==> src/hdl/biu_pkg.sv <==
package biu_pkg;

	localparam int DIM_W = 13;
	localparam int COORD_W = 12;
	localparam int DIV_W = 13;
	localparam int PIX_W = 24;

	localparam logic CFG_OUT_WIDTH = 1'b0;
	localparam logic CFG_OUT_HEIGHT = 1'b1;

	localparam logic KIND_WRITE = 1'b0;
	localparam logic KIND_REQUEST = 1'b1;

	localparam logic [DIM_W-1:0] RESET_OUT_WIDTH = 13'd320;
	localparam logic [DIM_W-1:0] RESET_OUT_HEIGHT = 13'd240;

	typedef struct packed {
		logic kind;
		logic [8:0] src_col;
		logic [7:0] src_row;
		logic [7:0] red;
		logic [7:0] green;
		logic [7:0] blue;
		logic [COORD_W-1:0] out_col;
		logic [COORD_W-1:0] out_row;
	} item_t;

	typedef struct packed {
		logic [7:0] out_red;
		logic [7:0] out_green;
		logic [7:0] out_blue;
	} result_t;

	// Everything that rides alongside the coordinate divider.
	typedef struct packed {
		logic kind;
		logic [8:0] src_col;
		logic [7:0] src_row;
		logic [PIX_W-1:0] pixel;
		logic lastx;
		logic lasty;
	} side_t;

endpackage

==> src/hdl/biu_map.sv <==
module biu_map import biu_pkg::*; #(
	parameter int QW = 17,
	parameter int NXW = 21,
	parameter int NYW = 20
) (
	input logic clk,
	input logic arst_n,
	input logic valid,
	input side_t side,
	input logic [NXW-1:0] nx,
	input logic [NYW-1:0] ny,
	input logic [DIV_W-1:0] divx,
	input logic [DIV_W-1:0] divy,
	output logic q_valid,
	output side_t q_side,
	output logic [QW-1:0] qx,
	output logic [QW-1:0] qy
);

	typedef struct packed {
		logic [DIV_W-1:0] div;
		logic [DIV_W-1:0] r;
		logic [QW-1:0] d;
		logic [QW-1:0] q;
	} dst_t;

	// One restoring step: bring down dividend bit j, subtract if it fits.
	function automatic dst_t div_step(dst_t a, int j);
		dst_t o;
		logic [DIV_W:0] cand;
		o = a;
		cand = {a.r, a.d[j]};
		if (cand >= {1'b0, a.div}) begin
			o.r = DIV_W'(cand - {1'b0, a.div});
			o.q = {a.q[QW-2:0], 1'b1};
		end else begin
			o.r = cand[DIV_W-1:0];
			o.q = {a.q[QW-2:0], 1'b0};
		end
		return o;
	endfunction

	logic [NXW+7:0] dx;
	logic [NYW+7:0] dy;
	dst_t x_init;
	dst_t y_init;
	dst_t x_s [QW];
	dst_t y_s [QW];
	side_t side_s [QW];
	logic v_s [QW];

	// The quotient is known to fit in QW bits, so the bits above QW
	// are already below the divisor and form the first partial remainder.
	always_comb begin
		dx = {nx, 8'd0};
		dy = {ny, 8'd0};
		x_init.div = divx;
		x_init.r = DIV_W'(dx >> QW);
		x_init.d = dx[QW-1:0];
		x_init.q = '0;
		y_init.div = divy;
		y_init.r = DIV_W'(dy >> QW);
		y_init.d = dy[QW-1:0];
		y_init.q = '0;
	end

	for (genvar i = 0; i < QW; i++) begin : g_stage
		if (i == 0) begin : g_first
			always_ff @(posedge clk or negedge arst_n) begin
				if (!arst_n) begin
					v_s[i] <= 1'b0;
				end else begin
					v_s[i] <= valid;
				end
			end
			always_ff @(posedge clk) begin
				x_s[i] <= div_step(x_init, QW - 1 - i);
				y_s[i] <= div_step(y_init, QW - 1 - i);
				side_s[i] <= side;
			end
		end else begin : g_next
			always_ff @(posedge clk or negedge arst_n) begin
				if (!arst_n) begin
					v_s[i] <= 1'b0;
				end else begin
					v_s[i] <= v_s[i-1];
				end
			end
			always_ff @(posedge clk) begin
				x_s[i] <= div_step(x_s[i-1], QW - 1 - i);
				y_s[i] <= div_step(y_s[i-1], QW - 1 - i);
				side_s[i] <= side_s[i-1];
			end
		end
	end

	assign q_valid = v_s[QW-1];
	assign q_side = side_s[QW-1];
	assign qx = x_s[QW-1].q;
	assign qy = y_s[QW-1].q;

endmodule

==> config.mk <==
export PLATFORM = sky130hd
export DESIGN_NAME = biu_map
export DESIGN_NICKNAME = d
export VERILOG_FILES = /design/src/hdl/biu_pkg.sv /design/src/hdl/biu_map.sv
export SDC_FILE = /design/constraint.sdc
export NUM_CORES = 2
export LEC_CHECK = 0
export BUFFER_PORTS_ARGS = -buffer_cell sky130_fd_sc_hd__buf_2
export CAP_MARGIN = 20
export CORE_MARGIN = 5
export CORE_UTILIZATION = 65
export DETAILED_ROUTE_END_ITERATION = 8
export GPL_ROUTABILITY_DRIVEN = 0
export PLACE_DENSITY = 0.8
export REMOVE_ABC_BUFFERS = 1
export SLEW_MARGIN = 25
export SYNTH_ARGS = -nofsm -noshare
export SYNTH_HDL_FRONTEND = slang
export SYNTH_SLANG_ARGS = --single-unit
export TNS_END_PERCENT = 30
==> constraint.sdc <==
create_clock -name clk -period 7.8 [get_ports clk]
set_clock_uncertainty 0.05 [all_clocks]
set_input_delay 0.39 -clock clk [delete_from_list [all_inputs] [get_ports clk]]
set_output_delay 0.39 -clock clk [all_outputs]
set_load 0.02 [all_outputs]
### After elaboration in Yosys (flattened, before gate mapping)

Memories as Yosys holds them, arrays and structs flattened.
Cells that the tools add are included.

| word-level totals | value |
|---|---|
| logic and storage cells | 156 |
| input port bits | 114 |
| bits in writable memories | 2788 |
| memories | 3 |
| output and inout port bits | 79 |
| register bits after elaboration | 17 |

| operators by class | value |
|---|---|
| add/subtract/negate cells | 34 |
| mux-type cells | 68 |
| $lt $le $gt $ge | 34 |

Memory list:

| memory | words | width | read ports | clocked after Yosys merged registers in | wr ports | RTL line | RTL |
|---|---|---|---|---|---|---|---|
| x_s | 17 | 60 | 17 | 0 | 17 | biu_map.sv:47 | `dst_t x_s [QW];` |
| y_s | 17 | 60 | 17 | 0 | 17 | biu_map.sv:48 | `dst_t y_s [QW];` |
| side_s | 17 | 44 | 17 | 0 | 17 | biu_map.sv:49 | `side_t side_s [QW];` |

Operator list:

| operator | count |
|---|---|
| $ge 14x13->1 | 32 |
| $mux 13 | 34 |
| $sub 13x13->13 | 33 |
| $mux 1 | 34 |
| $ge 12x13->1 | 1 |
| $ge 13x13->1 | 1 |
| $sub 12x13->13 | 1 |

### Depth between registers and ports, before layout

An unclocked memory read counts as a cell.

| depth | value |
|---|---|
| depth after elaboration | 3 |
| depth in mapped cells | 12 |
| mapped depth without buffers | 11 |

### Worst setup path after synthesis

No wires, ideal clock.

| timing | value |
|---|---|
| path type | reg2reg |
| start point | mem y_s[0][327] in the netlist's numbering |
| end point | mem y_s[0][399] in the netlist's numbering |
| cell stages (with the launch flop) | 13 |
| clock period less this slack | 2923 ps |
| required time | 7629 ps |
| data arrival time | 2752 ps |
| slack | 4877 ps |
| buffers on the path | 1 |
| cell sequence | dfxtp_1 > inv_1 > ha_1 > inv_1 > fa_1 > a211oi_1 > o21ai_1 > a211oi_2 > a21boi_1 > o21ai_1 > a211oi_2 > buf_6 > mux2_4 |

RTL lines:

| element | RTL line |
|---|---|
| start, declared | biu_map.sv:48 |

==> key figures <==
Status
  – Status: completed

Floorplan
  – Die Y: 327 um
  – Chip width: 327 um
  – Ports: 193
  – Initial Util: 65.4%
  – Row count: 116
  – Core area: 99900 um^2
  – Die area: 107000 um^2

Routing
  – WL/cell: 14.9 um
  – Via density: 5.26
  – Total number of vias: 39700
  – DRT Pass-1 Iters: 8
  – Remaining DRCs: 0
  – Iter 0 DRT Violations: 2062
  – Overall routed net length: 113000 um
  – Final ANT Viol Nets: 0

Pwr
  – Flop pwr share: 39.8%
  – Clk pwr share: 27.0%
  – Total power: 33.5 mW
  – Switching portion of total power: 31.6%
  – Peak VDD IR: 0.266 mV
  – Logic gate share of total power: 33.2%
  – Static Leak: 33.7 nW
  – Sw power: 10.6 mW
  – Power per cell area: 447 nW/um^2
  – Internal Power: 22.9 mW

Placement
  – Pre-CTS setup slack: 4.63 ns
  – HPWL after DPL: 77800 um
  – Port Buf Inserts: 192
  – Dpl cell area: 67400 um^2

Timing
  – Setup repair after global routing missed its margin: false
  – Final-report hold violation count: 0
  – Slew headroom: 39.9%
  – Actual slew at the worst max-slew pin: 0.897 ns
  – Crit share post-route: 41.2%
  – Achievable frequency: 311 MHz
  – Final Setup Violations: 0
  – Tmin final: 3.21 ns
  – Final slew viol count: 0
  – Post-route setup TNS: 0 ns
  – Final WS setup: 4.59 ns

Final layout
  – Antenna Cells: 0
  – Final nets: 6677
  – Fillcell total: 6516
  – Ratio of cells with drive above 1 in the final layout: 12.4%
  – Final instance area: 74900 um^2
  – Area Overhead vs Synth: 14.7%

Setup path
  – Crit path cell chain: inv_1 > ha_1 > inv_1 > fa_1 > a211oi_1 > o21ai_0 > a21boi_2 > o21ai_1 > a2111oi_4 > buf_4 > mux2_2
  – Critical path startpoint category: flip-flop
  – Critical path buffers and inverters: 3
  – Worst-path maximum fanout: 25
  – CP endpoint kind: flip-flop
  – Critical Path Max Stage Delay: 0.43 ns
  – CP arrival: 3.81 ns
  – Crit path max-delay family: compound AO/OA/AOI/OAI gates
  – WS Path Type: flip-flop to flip-flop
  – CP max stage cell: fa_1
  – CP dominant cell by count: inv_1
  – Worst Path Required: 8.40 ns

Synthesis
  – Async S/R FF share, synth: 0.861%
  – Synth Area in Compound Gates: 11.1%
  – Simple-gate portion of the synthesized area: 6.76%
  – Synth Cell Area: 65300 um^2
  – Most used DFF post-synth: dfxtp_1
  – Post-synthesis xor/xnor area fraction: 3.82%
  – Cells after synthesis: 5688
  – Post-Synth Adder-Cell Area: 9.40%
  – Share of Yosys cell area claimed by the top area cell type: 60.1%
  – Synth warn: 0
  – Cell variety after synth: 79
  – Leading area contributor after synthesis: dfxtp_1
  – Yosys reg bits: 1975
  – Count leader, synth: dfxtp_1
  – Post-synth EDFFs: 0
  – Top post-synthesis cells by area: dfxtp_1, ha_1, mux2_2
  – Synth cell count leaders: dfxtp_1, inv_1, ha_1
  – Sequential area share after synthesis: 60.7%
  – Mean Syn Cell Area: 11.5 um^2
  – Largest family of logic cells by synthesized area: compound AO/OA/AOI/OAI gates
  – Post-synthesis mux area share: 4.10%

Clocking
  – Clock latency on the worst-skew pair: 0.76 ns
  – Clk pin slew, worst setup/hold paths: 0.06 ns
  – CTS resizes: 0
  – Cts bufs inserted: 180
  – Root buf cell: clkbuf_16
  – CTS Sinks: 1975
  – CTS tree: built
  – H-tree depth: 4
  – CTS max path bufs: 3

GRT
  – Pin count of the biggest net entering global routing: 26
  – Total gr overflow: 0
  – First-pass GRT wire length: 189000 um
  – Total GRT Usage: 21.0%
  – Number of global-route vias before repair: 40800
  – Initial antenna violation count: 0

Worst hold path
  – Hold crit path type: input port to flip-flop

Flow run
  – Max cap viols: 0
## worst paths after layout
kind | start | to | slack [ns] | cells after the start
setup / recovery | y_s[0][268] | y_s[0][335] | 4.59 | 11
hold / removal | side[9] | side_s[0][9] | 0.21 | 2
setup reg to reg | y_s[0][268] | y_s[0][335] | 4.59 | 11
hold reg to reg | side_s[10][36] | side_s[11][36] | 0.26 | 0
max in group asynchronous | arst_n | q_valid | 6.48 | 3
min in group asynchronous | arst_n | v_s[12] | 0.74 | 3
## placed cells by master, fill, tap and decap left out, types with 28 or more instances in the layout
cell and count:
nor2b_1 64, nand4_1 48, nand2_1 269, a21oi_1 334
dfxtp_1 1958, inv_1 546, o21ai_1 31, clkinv_2 29
nand2b_1 57, a211oi_1 53, o21bai_1 34, buf_2 192
mux2_2 191, nand3_1 67, fa_1 32, a21o_1 85
dlygate4sd3_1 114, xor2_1 113, nor2_1 289, mux2i_1 28
o21ai_0 254, clkbuf_16 181, nor3_1 76, ha_1 439
a31oi_1 34, o31ai_1 47, clkbuf_1 30, o21a_1 70
clkbuf_8 39, xnor2_1 172
## power by group through the flow
stage | combinational (mW) | clock (mW) | sequential, mW
2_1_floorplan | 8.69 | 0 | 13.2
3_3_place_gp | 10.5 | 0 | 13.5
3_5_place_dp | 10.8 | 0 | 13.5
4_1_cts | 11.1 | 9.26 | 13.3
5_1_grt | 12.4 | 9.71 | 13.6
6_report | 11.1 | 9.04 | 13.3
## per-stage QoR
step / instances / hold WS (ns) / utilization, %
floorplan: 5584 / 0.0444 / -
global placement: 7093 / 0.257 / 67.5
detailed placement: 7094 / 0.262 / 67.5
CTS: 7542 / 0.139 / 75.0
global route: 7542 / 0.169 / 75.0
finish: 7542 / 0.207 / 75.0
## metal layers
layer	global-route usage (%)	share of wire, %
met3	3.45	3.6
met4	9.98	4.5
met5	0	0
met1	22.0	39
met2	40.6	53
## timing repair
item / in CTS / in global routing
hold buffers: 114 / 0
buffers inserted: 0 / 0
hold endpoints to repair: 131 / 0
## kinds of logic (layout without fill, tap and decap cells)
family / Yosys count / count (layout)
AO/OA/AOI/OAI: 1124 / 1124
XOR/XNOR: 285 / 285
adder cells (fa/ha/maj): 471 / 471
buffers and inverters: 650 / 1206
flip-flops: 1975 / 1975
multiplexers: 236 / 236
AND/OR/NAND/NOR: 947 / 947
## sequential cells by signal (all words and copies together) (netlist names)
name and flops:
q_valid 1, side_s 748, x_s 605, v_s 16
y_s 605
## final cells by class
cell class / count / area, um^2 / area share [%]
sequential: 1975 / 39600 / 52.9
multi-input combinational: 3063 / 23000 / 30.7
clock buffer: 250 / 5180 / 6.92
timing repair buffer: 326 / 2260 / 3.01
inverter: 546 / 2050 / 2.74
tap: 1298 / 1620 / 2.17
clock inverter: 84 / 1170 / 1.56
## worst register-to-register path, delay by kind of cell, from the launching register on
| family | cells | cell delay [ns] |
|---|---|---|
| compound gates | 5 | 1.34 |
| fa+ha+maj | 2 | 0.59 |
| buf+inv | 3 | 0.44 |
| mux | 1 | 0.38 |
| flops | 1 | 0.32 |
(Power assumes the default switching activity.)
